===== src/rtl/multitap_text_entry_core_macros.svh =====
`ifndef MULTITAP_TEXT_ENTRY_CORE_MACROS_SVH
`define MULTITAP_TEXT_ENTRY_CORE_MACROS_SVH

// Property that must hold at every clock edge out of reset.
`define MTE_ASSERT(lbl, clk, rst_n, prop, msg) \
    lbl: assert property (@(posedge clk) disable iff (!rst_n) prop) \
        else $error(msg);

// Condition in one cycle implies a consequence in the next.
`define MTE_ASSERT_NEXT(lbl, clk, rst_n, cond, cons, msg) \
    lbl: assert property (@(posedge clk) disable iff (!rst_n) (cond) |=> (cons)) \
        else $error(msg);

`endif


===== src/rtl/mte_pkg.sv =====
`default_nettype none

package mte_pkg;

    localparam int MAX_TEXT_DEF = 32;
    localparam logic [15:0] TAP_TIMEOUT_RST = 16'd900;

    typedef enum logic [1:0] {
        CMD_TICK  = 2'd0,
        CMD_KEY   = 2'd1,
        CMD_START = 2'd2,
        CMD_READ  = 2'd3
    } t_cmd;

    typedef enum logic [1:0] {
        EV_IDLE      = 2'd0,
        EV_CHANGED   = 2'd1,
        EV_DONE      = 2'd2,
        EV_CANCELLED = 2'd3
    } t_event;

    localparam logic [3:0] KEY_A    = 4'd10;
    localparam logic [3:0] KEY_B    = 4'd11;
    localparam logic [3:0] KEY_C    = 4'd12;
    localparam logic [3:0] KEY_D    = 4'd13;
    localparam logic [3:0] KEY_STAR = 4'd14;
    localparam logic [3:0] KEY_HASH = 4'd15;

    localparam logic CFG_START_DIGITS = 1'b0;
    localparam logic CFG_TAP_TIMEOUT  = 1'b1;

    localparam logic [7:0] ASCII_ZERO = 8'h30;

    function automatic logic [2:0] set_len(input logic [3:0] digit);
        logic [2:0] len;
        unique case (digit)
            4'd0:          len = 3'd2;
            4'd1:          len = 3'd1;
            4'd7, 4'd9:    len = 3'd5;
            default:       len = 3'd4;
        endcase
        return len;
    endfunction

    function automatic logic [7:0] char_of(input logic [3:0] digit, input logic [2:0] pos);
        logic [7:0] c;
        c = 8'h00;
        unique case (digit)
            4'd0: c = (pos == 3'd0) ? "0" : (pos == 3'd1) ? " " : 8'h00;
            4'd1: c = (pos == 3'd0) ? "1" : 8'h00;
            4'd7: begin
                unique case (pos)
                    3'd0: c = "p";
                    3'd1: c = "q";
                    3'd2: c = "r";
                    3'd3: c = "s";
                    3'd4: c = "7";
                    default: c = 8'h00;
                endcase
            end
            4'd9: begin
                unique case (pos)
                    3'd0: c = "w";
                    3'd1: c = "x";
                    3'd2: c = "y";
                    3'd3: c = "z";
                    3'd4: c = "9";
                    default: c = 8'h00;
                endcase
            end
            4'd2, 4'd3, 4'd4, 4'd5, 4'd6, 4'd8: begin
                // letter sets of three run contiguously in ASCII
                if (pos < 3'd3) begin
                    c = 8'h61 + 8'(3 * (digit - 4'd2)) + ((digit == 4'd8) ? 8'd1 : 8'd0)
                        + 8'(pos);
                end else if (pos == 3'd3) begin
                    c = ASCII_ZERO + 8'(digit);
                end
            end
            default: c = 8'h00;
        endcase
        return c;
    endfunction

endpackage

`default_nettype wire


===== src/rtl/mte_req_if.sv =====
`default_nettype none

interface mte_req_if;
    logic       valid;
    logic       ready;
    logic [1:0] cmd;
    logic [3:0] key_code;
    logic [4:0] read_index;

    modport source (output valid, cmd, key_code, read_index, input ready);
    modport sink   (input valid, cmd, key_code, read_index, output ready);
endinterface

`default_nettype wire


===== src/rtl/mte_rsp_if.sv =====
`default_nettype none

interface mte_rsp_if;
    logic       valid;
    logic       ready;
    logic [1:0] event_res;
    logic [5:0] text_length;
    logic [7:0] pending_char;
    logic [7:0] read_char;
    logic       overflow;

    modport source (output valid, event_res, text_length, pending_char, read_char, overflow,
                    input ready);
    modport sink   (input valid, event_res, text_length, pending_char, read_char, overflow,
                    output ready);
endinterface

`default_nettype wire


===== src/rtl/multitap_text_entry_core.sv =====
// Multi-tap keypad text entry.
// Request channel i_req carries cmd (tick, key press, start, read), key_code
// and read_index; every request yields exactly one response on o_rsp with the
// event, committed text length, pending character, the character at
// read_index after the request, and an overflow flag.
// Configuration: i_cfg_we writes i_cfg_wdata into register i_cfg_index
// (0 start_digits_only, 1 tap_timeout_ticks). The user must write it only
// while no request is in flight; the block does not enforce this.
// Throughput: one request per cycle while o_rsp.ready is high; the input
// register, the combinational update of the entry state and text store write,
// and the response register form a two-stage pipeline. The text store read
// port is fed from read_index on accept, forwarding the write in flight.
// Reset clears the text length, the pending character, the idle counter and
// the mode; text store contents are not cleared and need no clearing pass.
// When o_rsp.ready is low the response register holds, the update stage
// holds its request, and i_req.ready drops once both stages are full.
`default_nettype none

`include "multitap_text_entry_core_macros.svh"

module multitap_text_entry_core
    import mte_pkg::*;
#(
    parameter int MAX_TEXT = MAX_TEXT_DEF
) (
    input  wire logic        i_clk,
    input  wire logic        i_rst_n,
    input  wire logic        i_cfg_we,
    input  wire logic        i_cfg_index,
    input  wire logic [15:0] i_cfg_wdata,
    mte_req_if.sink          i_req,
    mte_rsp_if.source        o_rsp
);

    localparam int CW   = $clog2(MAX_TEXT + 1);
    localparam int AW   = (MAX_TEXT > 1) ? $clog2(MAX_TEXT) : 1;
    localparam int CMPW = (CW > 5) ? CW : 5;

    logic        r_start_digits;
    logic [15:0] r_timeout;

    logic        r_in_valid;
    t_cmd        r_cmd;
    logic [3:0]  r_key;
    logic [4:0]  r_ridx;
    logic        r_fwd_hit;
    logic [7:0]  r_fwd_data;

    logic [CW-1:0] r_count;
    logic          r_pend_valid;
    logic [3:0]    r_pend_digit;
    logic [2:0]    r_tap;
    logic [15:0]   r_idle;
    logic          r_digits_mode;

    logic [CW-1:0] n_count;
    logic          n_pend_valid;
    logic [3:0]    n_pend_digit;
    logic [2:0]    n_tap;
    logic [15:0]   n_idle;
    logic          n_digits_mode;

    logic        r_out_valid;
    t_event      r_ev;
    logic [5:0]  r_len;
    logic [7:0]  r_pchar;
    logic [7:0]  r_rchar;
    logic        r_ovf;

    logic        accept;
    logic        fire;
    logic        in_ready;
    t_event      ev;
    logic        ovf;
    logic        app_req;
    logic [7:0]  app_char;
    logic        wr_en;
    logic [AW-1:0] wr_addr;
    logic [7:0]  cur_char;
    logic [7:0]  new_pchar;
    logic [7:0]  ram_q;
    logic [7:0]  rd_data;
    logic [7:0]  rchar;
    logic [2:0]  tap_inc;

    assign fire     = r_in_valid && (!r_out_valid || o_rsp.ready);
    assign in_ready = !r_in_valid || fire;
    assign accept   = i_req.valid && in_ready;
    assign i_req.ready = in_ready;

    always_ff @(posedge i_clk) begin
        if (!i_rst_n) begin
            r_start_digits <= 1'b0;
            r_timeout      <= TAP_TIMEOUT_RST;
        end else if (i_cfg_we) begin
            unique case (i_cfg_index)
                CFG_START_DIGITS: r_start_digits <= i_cfg_wdata[0];
                CFG_TAP_TIMEOUT:  r_timeout      <= i_cfg_wdata;
                default:          r_timeout      <= r_timeout;
            endcase
        end
    end

    always_ff @(posedge i_clk) begin
        if (!i_rst_n) begin
            r_in_valid <= 1'b0;
        end else if (accept) begin
            r_in_valid <= 1'b1;
        end else if (fire) begin
            r_in_valid <= 1'b0;
        end
    end

    always_ff @(posedge i_clk) begin
        if (accept) begin
            r_cmd      <= t_cmd'(i_req.cmd);
            r_key      <= i_req.key_code;
            r_ridx     <= i_req.read_index;
            r_fwd_hit  <= wr_en && (wr_addr == AW'(i_req.read_index));
            r_fwd_data <= app_char;
        end
    end

    assign cur_char = r_pend_valid ? char_of(r_pend_digit, r_tap) : 8'h00;
    assign tap_inc  = ((r_tap + 3'd1) == set_len(r_key)) ? 3'd0 : r_tap + 3'd1;

    always_comb begin
        n_count       = r_count;
        n_pend_valid  = r_pend_valid;
        n_pend_digit  = r_pend_digit;
        n_tap         = r_tap;
        n_idle        = r_idle;
        n_digits_mode = r_digits_mode;
        ev            = EV_IDLE;
        app_req       = 1'b0;
        app_char      = cur_char;
        unique case (r_cmd)
            CMD_TICK: begin
                if (r_idle != 16'hFFFF) begin
                    n_idle = r_idle + 16'd1;
                end
                if (r_pend_valid && (n_idle > r_timeout)) begin
                    app_req      = 1'b1;
                    n_pend_valid = 1'b0;
                    n_tap        = 3'd0;
                    ev           = EV_CHANGED;
                end
            end
            CMD_KEY: begin
                unique case (r_key)
                    KEY_HASH: begin
                        app_req      = r_pend_valid;
                        n_pend_valid = 1'b0;
                        if (r_pend_valid) begin
                            n_tap = 3'd0;
                        end
                        ev = EV_DONE;
                    end
                    KEY_D: begin
                        ev = EV_CANCELLED;
                    end
                    KEY_STAR: begin
                        if (r_pend_valid) begin
                            n_pend_valid = 1'b0;
                            n_tap        = 3'd0;
                        end else if (r_count != '0) begin
                            n_count = r_count - CW'(1);
                        end
                        ev = EV_CHANGED;
                    end
                    KEY_A: begin
                        app_req      = r_pend_valid;
                        n_pend_valid = 1'b0;
                        if (r_pend_valid) begin
                            n_tap = 3'd0;
                        end
                        n_digits_mode = !r_digits_mode;
                        ev            = EV_CHANGED;
                    end
                    KEY_B, KEY_C: begin
                        ev = EV_IDLE;
                    end
                    default: begin
                        if (r_digits_mode) begin
                            // no pending character can exist in digits mode
                            app_req  = 1'b1;
                            app_char = ASCII_ZERO + 8'(r_key);
                        end else begin
                            if (r_pend_valid && (r_pend_digit == r_key)) begin
                                n_tap = tap_inc;
                            end else begin
                                app_req      = r_pend_valid;
                                n_pend_valid = 1'b1;
                                n_pend_digit = r_key;
                                n_tap        = 3'd0;
                            end
                            n_idle = 16'd0;
                        end
                        ev = EV_CHANGED;
                    end
                endcase
            end
            CMD_START: begin
                n_count       = '0;
                n_pend_valid  = 1'b0;
                n_pend_digit  = 4'd0;
                n_tap         = 3'd0;
                n_idle        = 16'd0;
                n_digits_mode = r_start_digits;
            end
            CMD_READ: begin
                ev = EV_IDLE;
            end
            default: begin
                ev = EV_IDLE;
            end
        endcase

        wr_en = 1'b0;
        ovf   = 1'b0;
        if (app_req) begin
            if (r_count < CW'(MAX_TEXT)) begin
                wr_en   = r_in_valid && fire;
                n_count = r_count + CW'(1);
            end else begin
                ovf = 1'b1;
            end
        end
    end

    assign wr_addr = AW'(r_count);

    mte_ram #(
        .WIDTH (8),
        .DEPTH (MAX_TEXT)
    ) u_store (
        .i_clk   (i_clk),
        .i_we    (wr_en),
        .i_waddr (wr_addr),
        .i_wdata (app_char),
        .i_re    (accept),
        .i_raddr (AW'(i_req.read_index)),
        .o_rdata (ram_q)
    );

    always_comb begin
        if (wr_en && (wr_addr == AW'(r_ridx))) begin
            rd_data = app_char;
        end else if (r_fwd_hit) begin
            rd_data = r_fwd_data;
        end else begin
            rd_data = ram_q;
        end
        rchar = (CMPW'(r_ridx) < CMPW'(n_count)) ? rd_data : 8'h00;
    end

    assign new_pchar = n_pend_valid ? char_of(n_pend_digit, n_tap) : 8'h00;

    always_ff @(posedge i_clk) begin
        if (!i_rst_n) begin
            r_count       <= '0;
            r_pend_valid  <= 1'b0;
            r_pend_digit  <= 4'd0;
            r_tap         <= 3'd0;
            r_idle        <= 16'd0;
            r_digits_mode <= 1'b0;
        end else if (fire) begin
            r_count       <= n_count;
            r_pend_valid  <= n_pend_valid;
            r_pend_digit  <= n_pend_digit;
            r_tap         <= n_tap;
            r_idle        <= n_idle;
            r_digits_mode <= n_digits_mode;
        end
    end

    always_ff @(posedge i_clk) begin
        if (!i_rst_n) begin
            r_out_valid <= 1'b0;
        end else if (fire) begin
            r_out_valid <= 1'b1;
        end else if (o_rsp.ready) begin
            r_out_valid <= 1'b0;
        end
    end

    always_ff @(posedge i_clk) begin
        if (fire) begin
            r_ev    <= ev;
            r_len   <= 6'(n_count);
            r_pchar <= new_pchar;
            r_rchar <= rchar;
            r_ovf   <= ovf;
        end
    end

    assign o_rsp.valid        = r_out_valid;
    assign o_rsp.event_res    = r_ev;
    assign o_rsp.text_length  = r_len;
    assign o_rsp.pending_char = r_pchar;
    assign o_rsp.read_char    = r_rchar;
    assign o_rsp.overflow     = r_ovf;

    `MTE_ASSERT(a_digits_no_pend, i_clk, i_rst_n, r_digits_mode |-> !r_pend_valid, "pending char in digits mode")
    `MTE_ASSERT(a_count_cap, i_clk, i_rst_n, r_count <= CW'(MAX_TEXT), "text count above capacity")
    `MTE_ASSERT(a_tap_range, i_clk, i_rst_n, r_pend_valid |-> (r_tap < set_len(r_pend_digit)), "tap position out of set")
    `MTE_ASSERT_NEXT(a_ovf_full, i_clk, i_rst_n, fire && ovf, r_count == CW'(MAX_TEXT), "overflow with room in store")

endmodule

`default_nettype wire


===== src/rtl/mte_ram.sv =====
`default_nettype none

module mte_ram #(
    parameter  int WIDTH = 8,
    parameter  int DEPTH = 32,
    localparam int AW    = (DEPTH > 1) ? $clog2(DEPTH) : 1
) (
    input  wire logic             i_clk,
    input  wire logic             i_we,
    input  wire logic [AW-1:0]    i_waddr,
    input  wire logic [WIDTH-1:0] i_wdata,
    input  wire logic             i_re,
    input  wire logic [AW-1:0]    i_raddr,
    output logic      [WIDTH-1:0] o_rdata
);

    logic [WIDTH-1:0] r_mem [DEPTH];
    logic [WIDTH-1:0] r_rdata;

    always_ff @(posedge i_clk) begin
        if (i_we) begin
            r_mem[i_waddr] <= i_wdata;
        end
        if (i_re) begin
            r_rdata <= r_mem[i_raddr];
        end
    end

    assign o_rdata = r_rdata;

endmodule

`default_nettype wire

===== src/flat_wrapper.sv =====
// flat-port wrapper written by rule: the top's interface ports become plain ports
module multitap_text_entry_core_flat import mte_pkg::*;
#(
    parameter int MAX_TEXT = MAX_TEXT_DEF
)
  (i_clk, i_rst_n, i_cfg_we, i_cfg_index, i_cfg_wdata, i_req_valid, i_req_cmd, i_req_key_code, i_req_read_index, i_req_ready, o_rsp_valid, o_rsp_event_res, o_rsp_text_length, o_rsp_pending_char, o_rsp_read_char, o_rsp_overflow, o_rsp_ready);
  mte_req_if i_req_i ();
  mte_rsp_if o_rsp_i ();
  input  wire logic i_clk;
  input  wire logic i_rst_n;
  input  wire logic i_cfg_we;
  input  wire logic i_cfg_index;
  input  wire logic [15:0] i_cfg_wdata;
  input wire logic [$bits(i_req_i.valid)-1:0] i_req_valid;
  input wire logic [$bits(i_req_i.cmd)-1:0] i_req_cmd;
  input wire logic [$bits(i_req_i.key_code)-1:0] i_req_key_code;
  input wire logic [$bits(i_req_i.read_index)-1:0] i_req_read_index;
  output wire logic [$bits(i_req_i.ready)-1:0] i_req_ready;
  output wire logic [$bits(o_rsp_i.valid)-1:0] o_rsp_valid;
  output wire logic [$bits(o_rsp_i.event_res)-1:0] o_rsp_event_res;
  output wire logic [$bits(o_rsp_i.text_length)-1:0] o_rsp_text_length;
  output wire logic [$bits(o_rsp_i.pending_char)-1:0] o_rsp_pending_char;
  output wire logic [$bits(o_rsp_i.read_char)-1:0] o_rsp_read_char;
  output wire logic [$bits(o_rsp_i.overflow)-1:0] o_rsp_overflow;
  input wire logic [$bits(o_rsp_i.ready)-1:0] o_rsp_ready;
  assign i_req_i.valid = i_req_valid;
  assign i_req_i.cmd = i_req_cmd;
  assign i_req_i.key_code = i_req_key_code;
  assign i_req_i.read_index = i_req_read_index;
  assign i_req_ready = i_req_i.ready;
  assign o_rsp_valid = o_rsp_i.valid;
  assign o_rsp_event_res = o_rsp_i.event_res;
  assign o_rsp_text_length = o_rsp_i.text_length;
  assign o_rsp_pending_char = o_rsp_i.pending_char;
  assign o_rsp_read_char = o_rsp_i.read_char;
  assign o_rsp_overflow = o_rsp_i.overflow;
  assign o_rsp_i.ready = o_rsp_ready;
  multitap_text_entry_core #(.MAX_TEXT(MAX_TEXT)) u_core (.i_clk(i_clk), .i_rst_n(i_rst_n), .i_cfg_we(i_cfg_we), .i_cfg_index(i_cfg_index), .i_cfg_wdata(i_cfg_wdata), .i_req(i_req_i), .o_rsp(o_rsp_i));
endmodule

===== config.mk =====
export PLATFORM = sky130hd
export DESIGN_NAME = multitap_text_entry_core_flat
export DESIGN_NICKNAME = d
export VERILOG_FILES = /design/src/rtl/mte_pkg.sv /design/src/rtl/mte_req_if.sv /design/src/rtl/mte_rsp_if.sv /design/src/rtl/multitap_text_entry_core.sv /design/src/rtl/mte_ram.sv /design/src/flat_wrapper.sv
export VERILOG_INCLUDE_DIRS = /design/src /design/src/rtl
export SDC_FILE = /design/constraint.sdc
export NUM_CORES = 1
export LEC_CHECK = 0
export BUFFER_PORTS_ARGS = -buffer_cell sky130_fd_sc_hd__buf_2
export CAP_MARGIN = 10
export CORE_MARGIN = 4
export CORE_UTILIZATION = 50
export CTS_BUF_LIST = sky130_fd_sc_hd__clkbuf_8
export DETAILED_ROUTE_END_ITERATION = 16
export PLACE_DENSITY = 0.81
export SLEW_MARGIN = 20
export SYNTH_ARGS = -nofsm -noshare
export SYNTH_HDL_FRONTEND = slang
export SYNTH_SLANG_ARGS = --single-unit

===== constraint.sdc =====
create_clock -name i_clk -period 6 [get_ports i_clk]
set_clock_uncertainty 0.15 [all_clocks]
set_input_delay 0.3 -clock i_clk [delete_from_list [all_inputs] [get_ports i_clk]]
set_output_delay 0.3 -clock i_clk [all_outputs]
set_load 0.005 [all_outputs]

==> results.md <==
- Drt via density: 6.07
- Tcrit/Tclk final: 0.945
- Fmax: 176 MHz
- Complex-gate fraction of the synthesized area: 0.0868
- Filler cells: 2514
- Largest family of logic cells by synthesized area: multiplexers
- HP Class: in2reg
- Cells on worst reg2reg path: 26
- Utilization after layout: 0.578
- Crit path kind: reg2reg
- MaxCap Viol Count: 0
- Clk_lat worst skew: 620 ps
- Post-Synth Simple-Gate Area: 0.0896
- Critical Path AT: 5930 ps
- Share of the synthesized area in the top cell type: 0.539
- Num CTS Buffers: 56
- Io pins: 60
- CP Capture Type: register
- DRC Markers: 0
- Synth Warn #: 0
- Slew of the pin with the lowest slew margin: 1040 ps
- Die height: 194 um
- Switching share of power: 0.253
- Detailed Route WL: 40000 um
- Initial antenna violation count: 1
- Power per cell area: 274 nW/um^2
- Area contributors post-synth: edfxtp_1 (54%), mux4_2 (10%), dfxtp_1 (5.8%), ha_1 (4.2%), nor2_1 (2.2%)
- Endpoints failing hold: 0
- Adder-Cell Fraction of Synth Area: 0.0509
- Synth Register Bits: 359
- Most frequent cells in the layout: edfxtp_1 (309), nor2_1 (103), mux4_2 (80)
- Share of cells above drive strength 1: 0.217
- Port bufs: 59
- Rows: 67
- GRT Overall Usage: 0.208
- Relative slew margins: 0.302
- Commonest non-fill, non-tap cell in the layout: edfxtp_1
- Asr flop ratio synth: 0
- Clock share of power: 0.360
- Htree depth: 2
- Max clock buf depth: 3
- Final slew viol count: 0
- CP Max Fanout: 7
- Mean Syn Cell Area: 13.9 sq um
- Setup Buffers After CTS: 0
- WHS Path Cells: 1
- Hold Slack: 44.5 ps
- DP Wirelength: 25800 um
- Static leakage: 0.00689 uW
- Initial drt markers: 1184
- CTS tree: yes
- Syn_nets: 1341
- Layout area overhead: 13.4%
- Initial core utilization: 0.510
- Post-DR wirelength/cell: 21.6 um
- # diodes: 0
- Flop pwr share: 0.521
- Logic pwr share: 0.119
- Crit start category: register
- Worst-path clk slew: 60 ps
- Largest net degree at the start of global routing: 47
- DR vias: 11274
- Drt first pass iters: 5
- First-pass GRT wire length: 62900 um
- Register area share after synthesis: 0.597
- Die outline area: 37500 sq um
- Post-Syn Instances: 1243
- Max IR drop VDD: 0.220 mV
- XOR/XNOR Fraction of Synth Area: 0.0229
- Final setup violation count: 0
- CTS Sinks: 359
- Setup_tns: 0 ps
- Routability cong.: 0.923
- Synth area leader: edfxtp_1
- Status: completed
- Fin nets: 1466
- Post-Place Setup Slack: 324 ps
- Mapped cell area: 17200 sq um
- Die width: 194 um
- Final Worst Setup Slack: 331 ps
- R2R Setup Slk: 330 ps
- DRT antenna net count: 0
- Number of enable flip-flop cells after synthesis: 309
- Top_reg_cell synth: edfxtp_1
- Final Critical Period: 5670 ps
- Fin area: 19500 sq um
- Root Buffer: clkbuf_8
- Vias in the first global route: 11267
- GRT overflow: 0
- Cell Int Power: 4000 uW
- Post-synth cell types: 81
- Multiplexer share of the synthesized area: 0.123
- Post-DP Area: 18200 sq um
- Net Sw Power: 1360 uW
- Worst endpoint required time: 6260 ps
- Placeable core area: 33800 sq um
==> final timing paths <==
kind,startpoint,end
worst max-delay path,u_core.r_idle[4]$_SDFFE_PN0P_,u_core.o_rsp.pending_char[5]$_SDFFCE_PN0P_
worst min-delay path,i_req_read_index[3],u_core.r_ridx[3]$_DFFE_PP_
worst max register to register,u_core.r_idle[4]$_SDFFE_PN0P_,u_core.o_rsp.pending_char[5]$_SDFFCE_PN0P_
worst min register to register,u_core.r_timeout[3]$_SDFFE_PN0P_,u_core.r_timeout[3]$_SDFFE_PN0P_
==> registers in the layout, summed over array words and instances (netlist names) <==
signal / cells
u_core.r_pend_digit: 4
u_core.u_store.o_rdata: 8
u_core.o_rsp.text_length: 6
u_core.r_timeout: 16
u_core.r_start_digits: 1
u_core.o_rsp.overflow: 1
u_core.o_rsp.read_char: 8
u_core.o_rsp.valid: 1
u_core.r_fwd_data: 8
u_core.r_ridx: 5
u_core.o_rsp.event_res: 2
u_core.r_tap: 3
u_core.o_rsp.pending_char: 8
u_core.r_digits_mode: 1
u_core.r_key: 4
u_core.r_pend_valid: 1
u_core.r_in_valid: 1
u_core.r_count: 6
u_core.r_fwd_hit: 1
u_core.u_store.r_mem: 256
u_core.r_idle: 16
u_core.r_cmd: 2
==> cells by family (layout without fill, tap and decap cells) <==
| kind of cell | after synthesis | after routing |
|---|---|---|
| xor gates and xnor gates | 45 | 45 |
| adders and majority gates | 66 | 66 |
| AOI/OAI and AO/OA | 220 | 220 |
| muxes | 110 | 110 |
| and+or+nand+nor | 317 | 317 |
| DFF | 359 | 359 |
| buffers and inverters | 126 | 291 |
==> power by group through the flow <==
stage	combinational (uW)	sequential, uW	clock, uW
6_report	635	2790	1930
2_1_floorplan	464	2820	0
5_1_grt	693	2790	2080
3_5_place_dp	609	2840	0
4_1_cts	628	2790	1960
3_3_place_gp	589	2840	0
==> what timing repair did <==
action                                 4_1_cts  5_1_grt
setup endpoints to repair                    0       10
resized for setup                            0        9
hold buffers                                32        0
endpoints found under the hold margin       29        0
==> cell usage after synthesis, types with 11 or more instances <==
cell type	number
a211oi_1	14
a21oi_1	65
a22oi_1	13
buf_2	11
clkbuf_1	45
dfxtp_1	50
edfxtp_1	309
ha_1	58
inv_1	53
mux2_2	16
mux2i_1	14
mux4_2	80
nand2_1	74
nand3_1	32
nor2_1	103
nor2b_1	11
nor3_1	23
o211ai_1	11
o21ai_0	34
o31ai_1	13
xnor2_1	28
xor2_1	17
==> cell type report <==
cell class | count | area [sq um] | area share
tap | 448 | 561 | 0.0287
multi-input combinational | 758 | 6490 | 0.332
inverter | 56 | 210 | 0.0108
clock buffer | 58 | 798 | 0.0409
clock inverter | 40 | 233 | 0.0119
sequential | 359 | 10300 | 0.526
timing repair buffer | 137 | 963 | 0.0493
==> layer usage <==
metal	track usage	up-vias	part of all wire
li1	-	5021	-
met1	0.281	5658	0.41
met2	0.347	518	0.49
met3	0.0430	75	0.076
met4	0.0559	2	0.023
met5	0	-	0.00017
==> stage by stage <==
stage               cells  power (uW)
finish               1856        5350
floorplan            1243        3280
global placement     1726        3430
detailed placement   1726        3450
global route         1856        5570
CTS                  1856        5380
==> critical path: stages (launching register included) <==
cell	delay [ps]
dfxtp_1	370
and4_1	210
and3_1	190
and4_1	230
nand4_1	170
nand3_1	170
nor2_4	220
nand3_1	140
xnor2_1	150
ha_1	280
nand4_1	120
or2_1	260
a211o_1	350
a31oi_2	220
o32a_1	220
fa_1	410
inv_1	110
ha_1	260
a21o_1	180
a21oi_2	170
nor2b_1	60
nor2_1	110
o21bai_1	110
xnor2_1	160
o21ai_1	70
a311o_1	330
o31ai_1	80
Power figures use the tool's default switching activity.
